$ cat src/sv/rdq_pkg.sv
package rdq_pkg;

	localparam int Depth  = 64;
	localparam int DataW  = 32;
	localparam int AddrW  = $clog2(Depth);
	localparam int CntW   = $clog2(Depth + 1);
	localparam int PosW   = 7;
	localparam int ElemW  = 32;
	localparam int StatW  = 2;
	localparam int ReqW   = 3;
	localparam int CmpW   = (PosW > CntW) ? PosW : CntW;
	localparam int QDepth = 2;
	localparam int QPtrW  = (QDepth > 1) ? $clog2(QDepth) : 1;
	localparam int QCntW  = $clog2(QDepth + 1);

	typedef enum logic [ReqW-1:0] {
		OP_PUSH_FRONT = 3'd0,
		OP_PUSH_BACK  = 3'd1,
		OP_POP_FRONT  = 3'd2,
		OP_POP_BACK   = 3'd3,
		OP_INSERT     = 3'd4,
		OP_REMOVE     = 3'd5,
		OP_READ       = 3'd6,
		OP_CLEAR      = 3'd7
	} op_t;

	typedef enum logic [StatW-1:0] {
		ST_OK    = 2'd0,
		ST_FULL  = 2'd1,
		ST_RANGE = 2'd2,
		ST_EMPTY = 2'd3
	} stat_t;

	typedef enum logic [3:0] {
		ACT_NONE,
		ACT_PUSH_F,
		ACT_PUSH_B,
		ACT_POP_F,
		ACT_POP_B,
		ACT_INS,
		ACT_REM,
		ACT_READ,
		ACT_CLEAR
	} act_t;

	typedef enum logic [2:0] {
		BK_IDLE,
		BK_SHIFT_RD,
		BK_SHIFT_WR,
		BK_FINAL_WR,
		BK_READ_WAIT
	} bk_state_t;

	typedef struct packed {
		op_t             op;
		logic [PosW-1:0] pos;
		logic [DataW-1:0] data;
	} rdq_item_t;

	function automatic logic [AddrW-1:0] slot_inc(input logic [AddrW-1:0] a);
		return (a == AddrW'(Depth - 1)) ? '0 : a + 1'b1;
	endfunction

	function automatic logic [AddrW-1:0] slot_dec(input logic [AddrW-1:0] a);
		return (a == '0) ? AddrW'(Depth - 1) : a - 1'b1;
	endfunction

	function automatic logic [AddrW-1:0] slot_add(input logic [AddrW-1:0] h,
	                                             input logic [CntW-1:0] l);
		logic [CntW:0] s;
		s = (CntW+1)'(h) + (CntW+1)'(l);
		if (s >= (CntW+1)'(Depth)) s = s - (CntW+1)'(Depth);
		return s[AddrW-1:0];
	endfunction

endpackage

$ cat src/sv/rdq_front.sv
module rdq_front import rdq_pkg::*; (
	input  logic              clk,
	input  logic              arst_n,
	input  logic              req_valid,
	output logic              req_stall,
	input  logic [ReqW-1:0]   req_type,
	input  logic [PosW-1:0]   position,
	input  logic [ElemW-1:0]  element_data,
	input  logic              q_full,
	output logic              q_push,
	output rdq_item_t         q_item
);

	logic      valid_s1;
	rdq_item_t item_s1;
	logic      load;

	assign req_stall = valid_s1 && q_full;
	assign load      = req_valid && !req_stall;
	assign q_push    = valid_s1 && !q_full;
	assign q_item    = item_s1;

	always_ff @(posedge clk or negedge arst_n) begin
		if (!arst_n) begin
			valid_s1 <= 1'b0;
		end else if (load) begin
			valid_s1 <= 1'b1;
		end else if (q_push) begin
			valid_s1 <= 1'b0;
		end
	end

	always_ff @(posedge clk) begin
		if (load) begin
			item_s1.op   <= op_t'(req_type);
			item_s1.pos  <= position;
			item_s1.data <= element_data[DataW-1:0];
		end
	end

endmodule

$ cat src/sv/rdq_queue.sv
module rdq_queue import rdq_pkg::*; (
	input  logic      clk,
	input  logic      arst_n,
	input  logic      push,
	input  rdq_item_t push_item,
	output logic      full,
	input  logic      pop,
	output logic      pop_valid,
	output rdq_item_t pop_item
);

	rdq_item_t              entry_q [QDepth];
	logic [QPtrW-1:0]       wr_ptr_q;
	logic [QPtrW-1:0]       rd_ptr_q;
	logic [QCntW-1:0]       fill_q;

	function automatic logic [QPtrW-1:0] ptr_next(input logic [QPtrW-1:0] p);
		return (p == QPtrW'(QDepth - 1)) ? '0 : p + 1'b1;
	endfunction

	assign full      = fill_q == QCntW'(QDepth);
	assign pop_valid = fill_q != '0;
	assign pop_item  = entry_q[rd_ptr_q];

	always_ff @(posedge clk or negedge arst_n) begin
		if (!arst_n) begin
			wr_ptr_q <= '0;
			rd_ptr_q <= '0;
			fill_q   <= '0;
		end else begin
			if (push) wr_ptr_q <= ptr_next(wr_ptr_q);
			if (pop)  rd_ptr_q <= ptr_next(rd_ptr_q);
			if (push && !pop)      fill_q <= fill_q + 1'b1;
			else if (pop && !push) fill_q <= fill_q - 1'b1;
		end
	end

	always_ff @(posedge clk) begin
		if (push) entry_q[wr_ptr_q] <= push_item;
	end

endmodule

$ cat src/sv/rdq_back.sv
module rdq_back import rdq_pkg::*; (
	input  logic              clk,
	input  logic              arst_n,
	input  logic              q_valid,
	input  rdq_item_t         q_item,
	output logic              q_pop,
	output logic              rsp_valid,
	input  logic              rsp_stall,
	output logic [StatW-1:0]  status,
	output logic [ElemW-1:0]  read_data,
	output logic [PosW-1:0]   occupancy
);

	bk_state_t         state_q, state_d;
	logic [AddrW-1:0]  head_q, head_d;
	logic [CntW-1:0]   count_q, count_d;
	logic [AddrW-1:0]  src_q, dst_q;
	logic [CntW-1:0]   left_q;
	logic              dir_up_q, fin_wr_q;
	logic [DataW-1:0]  v_q;

	logic [DataW-1:0]  mem [Depth];
	logic [DataW-1:0]  rdata_q;
	logic              mem_we;
	logic [AddrW-1:0]  mem_waddr, mem_raddr;
	logic [DataW-1:0]  mem_wdata;

	logic              rsp_valid_q;
	stat_t             rsp_stat_q;
	logic [DataW-1:0]  rsp_rd_q;
	logic [CntW-1:0]   rsp_occ_q;

	logic              out_free, out_load;
	stat_t             out_stat;
	logic [DataW-1:0]  out_rd;
	logic [CntW-1:0]   out_occ;

	act_t              act;
	stat_t             stat_c;
	logic [CmpW-1:0]   posx, cntx;
	logic              full_c, empty_c, pos_zero, ps_below;
	logic [AddrW-1:0]  ps, tail, hd_inc, hd_dec;
	logic              setup_up;
	logic [AddrW-1:0]  setup_src, setup_dst;
	logic [CntW-1:0]   setup_n;

	assign posx     = CmpW'(q_item.pos);
	assign cntx     = CmpW'(count_q);
	assign full_c   = count_q == CntW'(Depth);
	assign empty_c  = count_q == '0;
	assign pos_zero = q_item.pos == '0;
	assign ps       = slot_add(head_q, CntW'(q_item.pos));
	assign tail     = slot_add(head_q, count_q);
	assign ps_below = ps < tail;
	assign hd_inc   = slot_inc(head_q);
	assign hd_dec   = slot_dec(head_q);

	assign out_free = !rsp_valid_q || !rsp_stall;
	assign q_pop    = (state_q == BK_IDLE) && q_valid && out_free;

	// classify against current head and count
	always_comb begin
		act    = ACT_NONE;
		stat_c = ST_OK;
		case (q_item.op)
			OP_PUSH_FRONT: begin
				if (full_c) stat_c = ST_FULL;
				else        act = ACT_PUSH_F;
			end
			OP_PUSH_BACK: begin
				if (full_c) stat_c = ST_FULL;
				else        act = ACT_PUSH_B;
			end
			OP_POP_FRONT: begin
				if (empty_c) stat_c = ST_EMPTY;
				else         act = ACT_POP_F;
			end
			OP_POP_BACK: begin
				if (empty_c) stat_c = ST_EMPTY;
				else         act = ACT_POP_B;
			end
			OP_INSERT: begin
				if (posx > cntx)       stat_c = ST_RANGE;
				else if (full_c)       stat_c = ST_FULL;
				else if (posx == cntx) act = ACT_PUSH_B;
				else if (pos_zero)     act = ACT_PUSH_F;
				else                   act = ACT_INS;
			end
			OP_REMOVE: begin
				if (posx >= cntx)               stat_c = ST_RANGE;
				else if (posx == cntx - 1'b1)   act = ACT_POP_B;
				else if (pos_zero)              act = ACT_POP_F;
				else                            act = ACT_REM;
			end
			OP_READ: begin
				if (posx >= cntx) stat_c = ST_RANGE;
				else              act = ACT_READ;
			end
			OP_CLEAR: begin
				act = ACT_CLEAR;
			end
			default: begin
				act = ACT_NONE;
			end
		endcase
	end

	always_comb begin
		head_d    = head_q;
		count_d   = count_q;
		setup_up  = 1'b0;
		setup_src = head_q;
		setup_dst = head_q;
		setup_n   = '0;
		case (act)
			ACT_PUSH_F: begin
				count_d = count_q + 1'b1;
				if (!empty_c) head_d = hd_dec;
			end
			ACT_PUSH_B: begin
				count_d = count_q + 1'b1;
			end
			ACT_POP_F: begin
				count_d = count_q - 1'b1;
				if (count_q != CntW'(1)) head_d = hd_inc;
			end
			ACT_POP_B: begin
				count_d = count_q - 1'b1;
			end
			ACT_CLEAR: begin
				count_d = '0;
			end
			ACT_INS: begin
				count_d = count_q + 1'b1;
				if (ps_below) begin
					setup_up  = 1'b0;
					setup_dst = tail;
					setup_src = slot_dec(tail);
					setup_n   = CntW'(cntx - posx);
				end else begin
					head_d    = hd_dec;
					setup_up  = 1'b1;
					setup_dst = hd_dec;
					setup_src = head_q;
					setup_n   = CntW'(posx);
				end
			end
			ACT_REM: begin
				count_d = count_q - 1'b1;
				if (ps_below) begin
					setup_up  = 1'b1;
					setup_dst = ps;
					setup_src = slot_inc(ps);
					setup_n   = CntW'(cntx - posx - 1'b1);
				end else begin
					head_d    = hd_inc;
					setup_up  = 1'b0;
					setup_dst = ps;
					setup_src = slot_dec(ps);
					setup_n   = CntW'(posx);
				end
			end
			default: begin
				head_d = head_q;
			end
		endcase
	end

	// next state
	always_comb begin
		state_d = state_q;
		case (state_q)
			BK_IDLE: begin
				if (q_pop) begin
					if (act == ACT_INS || act == ACT_REM) state_d = BK_SHIFT_RD;
					else if (act == ACT_READ)             state_d = BK_READ_WAIT;
				end
			end
			BK_SHIFT_RD: begin
				state_d = BK_SHIFT_WR;
			end
			BK_SHIFT_WR: begin
				if (left_q == CntW'(1)) state_d = fin_wr_q ? BK_FINAL_WR : BK_IDLE;
				else                    state_d = BK_SHIFT_RD;
			end
			BK_FINAL_WR: begin
				state_d = BK_IDLE;
			end
			BK_READ_WAIT: begin
				state_d = BK_IDLE;
			end
			default: begin
				state_d = BK_IDLE;
			end
		endcase
	end

	// memory and result control
	always_comb begin
		mem_we    = 1'b0;
		mem_waddr = dst_q;
		mem_wdata = rdata_q;
		mem_raddr = src_q;
		out_load  = 1'b0;
		out_stat  = ST_OK;
		out_rd    = '0;
		out_occ   = count_q;
		case (state_q)
			BK_IDLE: begin
				out_stat = stat_c;
				out_occ  = count_d;
				if (q_pop) begin
					out_load = !(act == ACT_INS || act == ACT_REM || act == ACT_READ);
					if (act == ACT_PUSH_F) begin
						mem_we    = 1'b1;
						mem_waddr = empty_c ? head_q : hd_dec;
						mem_wdata = q_item.data;
					end else if (act == ACT_PUSH_B) begin
						mem_we    = 1'b1;
						mem_waddr = tail;
						mem_wdata = q_item.data;
					end else if (act == ACT_READ) begin
						mem_raddr = ps;
					end
				end
			end
			BK_SHIFT_RD: begin
				mem_raddr = src_q;
			end
			BK_SHIFT_WR: begin
				mem_we   = 1'b1;
				out_load = (left_q == CntW'(1)) && !fin_wr_q;
			end
			BK_FINAL_WR: begin
				mem_we    = 1'b1;
				mem_wdata = v_q;
				out_load  = 1'b1;
			end
			BK_READ_WAIT: begin
				out_load = 1'b1;
				out_rd   = rdata_q;
			end
			default: begin
				out_load = 1'b0;
			end
		endcase
	end

	always_ff @(posedge clk or negedge arst_n) begin
		if (!arst_n) begin
			state_q     <= BK_IDLE;
			head_q      <= '0;
			count_q     <= '0;
			left_q      <= '0;
			fin_wr_q    <= 1'b0;
			rsp_valid_q <= 1'b0;
		end else begin
			state_q <= state_d;
			if (q_pop) begin
				head_q   <= head_d;
				count_q  <= count_d;
				left_q   <= setup_n;
				fin_wr_q <= act == ACT_INS;
			end else if (state_q == BK_SHIFT_WR) begin
				left_q <= left_q - 1'b1;
			end
			if (out_load)       rsp_valid_q <= 1'b1;
			else if (!rsp_stall) rsp_valid_q <= 1'b0;
		end
	end

	always_ff @(posedge clk) begin
		if (q_pop) begin
			src_q    <= setup_src;
			dst_q    <= setup_dst;
			dir_up_q <= setup_up;
			v_q      <= q_item.data;
		end else if (state_q == BK_SHIFT_WR) begin
			dst_q <= src_q;
			src_q <= dir_up_q ? slot_inc(src_q) : slot_dec(src_q);
		end
		if (out_load) begin
			rsp_stat_q <= out_stat;
			rsp_rd_q   <= out_rd;
			rsp_occ_q  <= out_occ;
		end
	end

	always_ff @(posedge clk) begin
		if (mem_we) mem[mem_waddr] <= mem_wdata;
		rdata_q <= mem[mem_raddr];
	end

	assign rsp_valid = rsp_valid_q;
	assign status    = rsp_stat_q;
	assign read_data = ElemW'(rsp_rd_q);
	assign occupancy = PosW'(rsp_occ_q);

`ifndef ASSERT_OFF
	a_count_bound: assert property (@(posedge clk) disable iff (!arst_n)
		count_q <= CntW'(Depth))
		else $error("element count beyond capacity");

	a_no_overwrite: assert property (@(posedge clk) disable iff (!arst_n)
		out_load |-> (!rsp_valid_q || !rsp_stall))
		else $error("result word overwritten while stalled");

	a_shift_left: assert property (@(posedge clk) disable iff (!arst_n)
		(state_q == BK_SHIFT_WR) |-> (left_q != '0))
		else $error("shift step with no moves left");

	a_rd_then_wr: assert property (@(posedge clk) disable iff (!arst_n)
		(state_q == BK_SHIFT_RD) |=> (state_q == BK_SHIFT_WR))
		else $error("shift read not followed by write");
`endif

endmodule

$ cat src/sv/ring_deque_with_indexed_insert_core.sv
// channel  dir  handshake             payload
// req      in   req_valid/req_stall   req_type, position, element_data
// rsp      out  rsp_valid/rsp_stall   status, read_data, occupancy
//
// a word passes a front register and a two-word queue before execution
// push, pop, clear and any error: result set in idle, read: via a ram wait state
// mid insert: shifts + final write, mid remove: shifts only, n elements moved
// (up to count-1), one read and one write per element on the single ram
// reset clears head, count and handshake state; ram contents stay unknown
// stall on rsp holds the result register; the queue keeps taking words until full
module ring_deque_with_indexed_insert_core import rdq_pkg::*; (
	input  logic              clk,
	input  logic              arst_n,
	input  logic              req_valid,
	output logic              req_stall,
	input  logic [ReqW-1:0]   req_type,
	input  logic [PosW-1:0]   position,
	input  logic [ElemW-1:0]  element_data,
	output logic              rsp_valid,
	input  logic              rsp_stall,
	output logic [StatW-1:0]  status,
	output logic [ElemW-1:0]  read_data,
	output logic [PosW-1:0]   occupancy
);

	logic      q_full, q_push, q_pop, q_valid;
	rdq_item_t front_item, back_item;

	rdq_front u_front (
		.clk          (clk),
		.arst_n       (arst_n),
		.req_valid    (req_valid),
		.req_stall    (req_stall),
		.req_type     (req_type),
		.position     (position),
		.element_data (element_data),
		.q_full       (q_full),
		.q_push       (q_push),
		.q_item       (front_item)
	);

	rdq_queue u_queue (
		.clk       (clk),
		.arst_n    (arst_n),
		.push      (q_push),
		.push_item (front_item),
		.full      (q_full),
		.pop       (q_pop),
		.pop_valid (q_valid),
		.pop_item  (back_item)
	);

	rdq_back u_back (
		.clk       (clk),
		.arst_n    (arst_n),
		.q_valid   (q_valid),
		.q_item    (back_item),
		.q_pop     (q_pop),
		.rsp_valid (rsp_valid),
		.rsp_stall (rsp_stall),
		.status    (status),
		.read_data (read_data),
		.occupancy (occupancy)
	);

endmodule
$ cat config.mk
export PLATFORM = sky130hd
export DESIGN_NAME = ring_deque_with_indexed_insert_core
export DESIGN_NICKNAME = d
export VERILOG_FILES = /design/src/sv/rdq_pkg.sv /design/src/sv/rdq_front.sv /design/src/sv/rdq_queue.sv /design/src/sv/rdq_back.sv /design/src/sv/ring_deque_with_indexed_insert_core.sv
export SDC_FILE = /design/constraint.sdc
export NUM_CORES = 2
export LEC_CHECK = 0
export BUFFER_PORTS_ARGS = -buffer_cell sky130_fd_sc_hd__buf_2
export CAP_MARGIN = 0
export CORE_ASPECT_RATIO = 0.8
export CORE_MARGIN = 8
export CORE_UTILIZATION = 55
export CTS_CLUSTER_DIAMETER = 80
export DETAILED_ROUTE_END_ITERATION = 7
export PLACE_DENSITY = 0.75
export SLEW_MARGIN = 30
export SYNTH_ARGS = -nofsm -noshare
export SYNTH_HDL_FRONTEND = slang
export SYNTH_SLANG_ARGS = --single-unit
$ cat constraint.sdc
create_clock -name clk -period 14.2 [get_ports clk]
set_input_delay 1.42 -clock clk [delete_from_list [all_inputs] [get_ports clk]]
set_output_delay 1.42 -clock clk [all_outputs]
set_load 0.005 [all_outputs]
==> flow_metrics.env <==
export IMPL_drive_gt1_share_pct=17.9
export IMPL_critical_path_most_common_cell="sky130_fd_sc_hd__buf_4"
export IMPL_sequential_cell_area_fraction_in_the_yosys_report_pct=74.3
export IMPL_critPathBufInv=4
export IMPL_setup_viol_count_final=0
export IMPL_max_clock_freq_mhz=128
export IMPL_timing_critical_path_required_ns=14.95
export IMPL_timing_critical_path_from_type="flip-flop"
export IMPL_grt_pass1_vias=53794
export IMPL_tns_ns=0
export IMPL_cts_buffer_depth=3
export IMPL_grt_setup_unrepaired="no"
export IMPL_layout_common_cells="sky130_fd_sc_hd__edfxtp_1 (2260), sky130_fd_sc_hd__nand2_1 (845), sky130_fd_sc_hd__mux4_2 (277)"
export IMPL_crit_path_cell_trace="buf_4 -> mux2i_1 -> ha_1 -> nand3_1 -> o21ai_2 -> nor3_4 -> a21oi_4 -> nor2_8 -> buf_12 -> buf_4 -> buf_4 -> mux4_2 -> a2111oi_0 -> nor4_1 -> a41o_1"
export IMPL_critical_path_class="flip-flop to flip-flop"
export IMPL_max_slew_worst_pin_slew_ns=1.07
export IMPL_place_ws_ns=6.34
export IMPL_synth_top_area_share_pct=72.8
export IMPL_grt_first_pass_wirelength_um=386000
export IMPL_clkSlewWorstSetupHoldPaths_ns=0.07
export IMPL_status="finished, final reports clean"
export IMPL_timing_critical_path_slowest_stage_cell="sky130_fd_sc_hd__nor2_8"
export IMPL_placeableCoreArea_um2=169000
export IMPL_drt_pass1_iterations=6
export IMPL_power_total_mw=13.5
export IMPL_io_pins=89
export IMPL_final_util_pct=61.2
export IMPL_power_static_leakage_nw=34.4
export IMPL_globalRouteTotalUtil_pct=28.9
export IMPL_number_of_antenna_violations_at_the_first_check_in_global_routing=8
export IMPL_n_fill_cell=11795
export IMPL_die_h_um=384
export IMPL_design_final_nets=5853
export IMPL_slew_violations=0
export IMPL_tritoncts="built"
export IMPL_clock_sink_count=2322
export IMPL_synth_cell_type_count=109
export IMPL_num_rows=135
export IMPL_synth_area_top_cells="sky130_fd_sc_hd__edfxtp_1 (73%), sky130_fd_sc_hd__mux4_2 (6.7%), sky130_fd_sc_hd__nand2_1 (3.4%)"
export IMPL_detailed_place_hpwl_um=151000
export IMPL_post_cts_resize_count=0
export IMPL_placed_cell_area_um2=96800
export IMPL_cts_htree_levels=4
export IMPL_mostFrequentLayoutCell="sky130_fd_sc_hd__edfxtp_1"
export IMPL_ir_drop_mv=0.137
export IMPL_cts_repair_timing_setup_buffer_count=0
export IMPL_routed_wirelength_um=272000
export IMPL_die_w_um=476
export IMPL_design_area_um2=103000
export IMPL_crit_family="buffers and inverters"
export IMPL_synth_seq_cells=2322
export IMPL_synthToLayoutAreaGrowth_pct=10.8
export IMPL_avgRoutedWirePerCell_um=33.1
export IMPL_route_detailed_vias_per_inst=6.88
export IMPL_final_hold_viol_count=0
export IMPL_min_period_over_period_pct=55.1
export IMPL_worst_endpoint_arrival_ns=8.58
export IMPL_max_stage_delay_ns=0.77
export IMPL_timing_hold_worst_class="flip-flop to flip-flop"
export IMPL_final_antenna_net_count=0
export IMPL_cell_area_after_technology_mapping_um2=93200
export IMPL_yosys_warnings=0
export IMPL_syn_area_per_cell_um2=16.6
export IMPL_fin_worst_skew_ns=0.0646
export IMPL_max_cap_viol_count=0
export IMPL_detail_route_drc_violations=0
export IMPL_cp_end_kind="flip-flop"
export IMPL_initial_core_util_pct=55.2
export IMPL_root_buffer="sky130_fd_sc_hd__clkbuf_16"
export IMPL_initialDrtViolationCount=9549
export IMPL_clk_latency_ns=0.87
export IMPL_maximum_number_of_pins_on_one_net_before_global_route_repair=157
export IMPL_vias=56444
export IMPL_place_gp_congestion=0.923
export IMPL_headroom_to_the_max_slew_limit_pct=28.3
export IMPL_synth_top_area_cell="sky130_fd_sc_hd__edfxtp_1"
export IMPL_finalWorstPathRequiredPeriod_ns=7.83
export IMPL_syn_instance_count=5631
export IMPL_cts_hold_fix_buffers=0
export IMPL_worst_slack_ns=6.37
export IMPL_synth_nets=5719
export IMPL_cellPowerDensity_nw_per_um2=130
export IMPL_cts_made_buffers=201
export IMPL_port_buffers=88
export IMPL_critPathMaxFanout=106
export IMPL_grt_remaining_overflow=0
export IMPL_floorplan_die_area_um2=183000
export IMPL_number_of_synthesized_flops_with_an_enable_pin=2260
export IMPL_postSynth_topFlopCell="sky130_fd_sc_hd__edfxtp_1"
export IMPL_synth_async_sr_flop_share_pct=1.29
[registers in the layout, summed over array words and instances, names as in the netlist, 6 cells and up]
name	flops
u_back.read_data	32
u_back.left_q	7
u_back.head_q	6
u_queue.entry_q	84
u_front.q_item	42
u_back.occupancy	7
u_back.src_q	6
u_back.v_q	32
u_back.mem	2048
u_back.rdata_q	32
u_back.dst_q	6
u_back.cntx	7
[final cells by class]
type                       count  area, um2  share of cell area [%]
sequential                  2322      69300                    67.0
multi-input combinational   2930      22700                    22.0
clock buffer                 260       5430                    5.25
tap                         2260       2830                    2.74
timing repair buffer         263       1820                    1.76
clock inverter               117       1070                    1.03
inverter                      47        176                   0.171
antenna                        8       20.0                  0.0194
[cell usage after synthesis, types with 14 or more instances]
cell type                   count
sky130_fd_sc_hd__a32oi_1       14
sky130_fd_sc_hd__mux2_2        42
sky130_fd_sc_hd__a311oi_1      45
sky130_fd_sc_hd__nor4_1        33
sky130_fd_sc_hd__clkbuf_1     133
sky130_fd_sc_hd__xnor2_1       27
sky130_fd_sc_hd__and2_1        41
sky130_fd_sc_hd__a22oi_1       64
sky130_fd_sc_hd__nand4_1       46
sky130_fd_sc_hd__buf_4         51
sky130_fd_sc_hd__mux4_2       277
sky130_fd_sc_hd__buf_1         24
sky130_fd_sc_hd__xor2_1        19
sky130_fd_sc_hd__ha_1          39
sky130_fd_sc_hd__o22ai_1       43
sky130_fd_sc_hd__o21ai_0       71
sky130_fd_sc_hd__edfxtp_1    2260
sky130_fd_sc_hd__nand3_1      196
sky130_fd_sc_hd__nand2b_1      16
sky130_fd_sc_hd__a21o_1        15
sky130_fd_sc_hd__nor3_1        49
sky130_fd_sc_hd__dfxtp_1       32
sky130_fd_sc_hd__buf_6         19
sky130_fd_sc_hd__a2111oi_0     21
sky130_fd_sc_hd__mux2i_1       92
sky130_fd_sc_hd__a31oi_1      116
sky130_fd_sc_hd__and3_1       128
sky130_fd_sc_hd__buf_2         94
sky130_fd_sc_hd__nor2_1       143
sky130_fd_sc_hd__dfrtp_1       30
sky130_fd_sc_hd__o221ai_1      25
sky130_fd_sc_hd__a211oi_1     124
sky130_fd_sc_hd__a21oi_1      161
sky130_fd_sc_hd__inv_1         41
sky130_fd_sc_hd__nand2_1      848
[logic make-up after synthesis]
family	after synthesis	synth area share, %
multiplexers	417	8.31
flip-flops	2322	74.3
buffers and inverters	379	2.18
adder cells (fa/ha/maj)	42	0.588
AND/OR/NAND/NOR	1567	7.69
AO/OA/AOI/OAI	857	6.49
XOR/XNOR	47	0.458
[worst reg2reg max path: stages (launching register included)]
cell	delay, ns
sky130_fd_sc_hd__dfrtp_2	0.48
sky130_fd_sc_hd__buf_4	0.57
sky130_fd_sc_hd__mux2i_1	0.58
sky130_fd_sc_hd__ha_1	0.40
sky130_fd_sc_hd__nand3_1	0.15
sky130_fd_sc_hd__o21ai_2	0.10
sky130_fd_sc_hd__nor3_4	0.70
sky130_fd_sc_hd__a21oi_4	0.19
sky130_fd_sc_hd__nor2_8	0.77
sky130_fd_sc_hd__buf_12	0.59
sky130_fd_sc_hd__buf_4	0.96
sky130_fd_sc_hd__buf_4	0.64
sky130_fd_sc_hd__mux4_2	0.60
sky130_fd_sc_hd__a2111oi_0	0.57
sky130_fd_sc_hd__nor4_1	0.23
sky130_fd_sc_hd__a41o_1	0.25
[final timing paths]
check	slack (ns)	cells past startpoint	start	to
worst max-delay path	6.37	15	u_queue.rd_ptr_q	u_back.rdata_q[27]
worst min-delay path	0.45	0	u_front.q_item[8]	u_queue.entry_q[0][8]
worst max register to register	6.37	15	u_queue.rd_ptr_q	u_back.rdata_q[27]
worst min register to register	0.45	0	u_front.q_item[8]	u_queue.entry_q[0][8]
max in group asynchronous	12.96	1	arst_n	u_queue.rd_ptr_q
min in group asynchronous	0.67	1	arst_n	u_back.state_q[0]
[routing by layer]
| layer | routed length, um | vias up | global-route usage [%] |
|---|---|---|---|
| li1 | - | 22594 | - |
| met1 | 97600 | 28322 | 40.1 |
| met2 | 117000 | 4758 | 42.1 |
| met3 | 43100 | 766 | 9.83 |
| met4 | 13600 | 4 | 12.6 |
| met5 | 24 | - | 0 |
[stage by stage]
stage | hold slack (ns) | std cells
floorplan | 0.421 | 5631
global placement | 0.428 | 7818
detailed placement | 0.434 | 7822
CTS | 0.451 | 8199
global route | 0.458 | 8199
finish | 0.454 | 8207
[power breakdown]
part,total [mW],leakage [nW],switching (mW),internal [mW]
clock network,5.47,3.18,2.48,2.98
logic,0.410,10.0,0.282,0.128
registers,7.58,21.2,0.0444,7.53
Note: power is estimated with default switching activity, not from simulation.
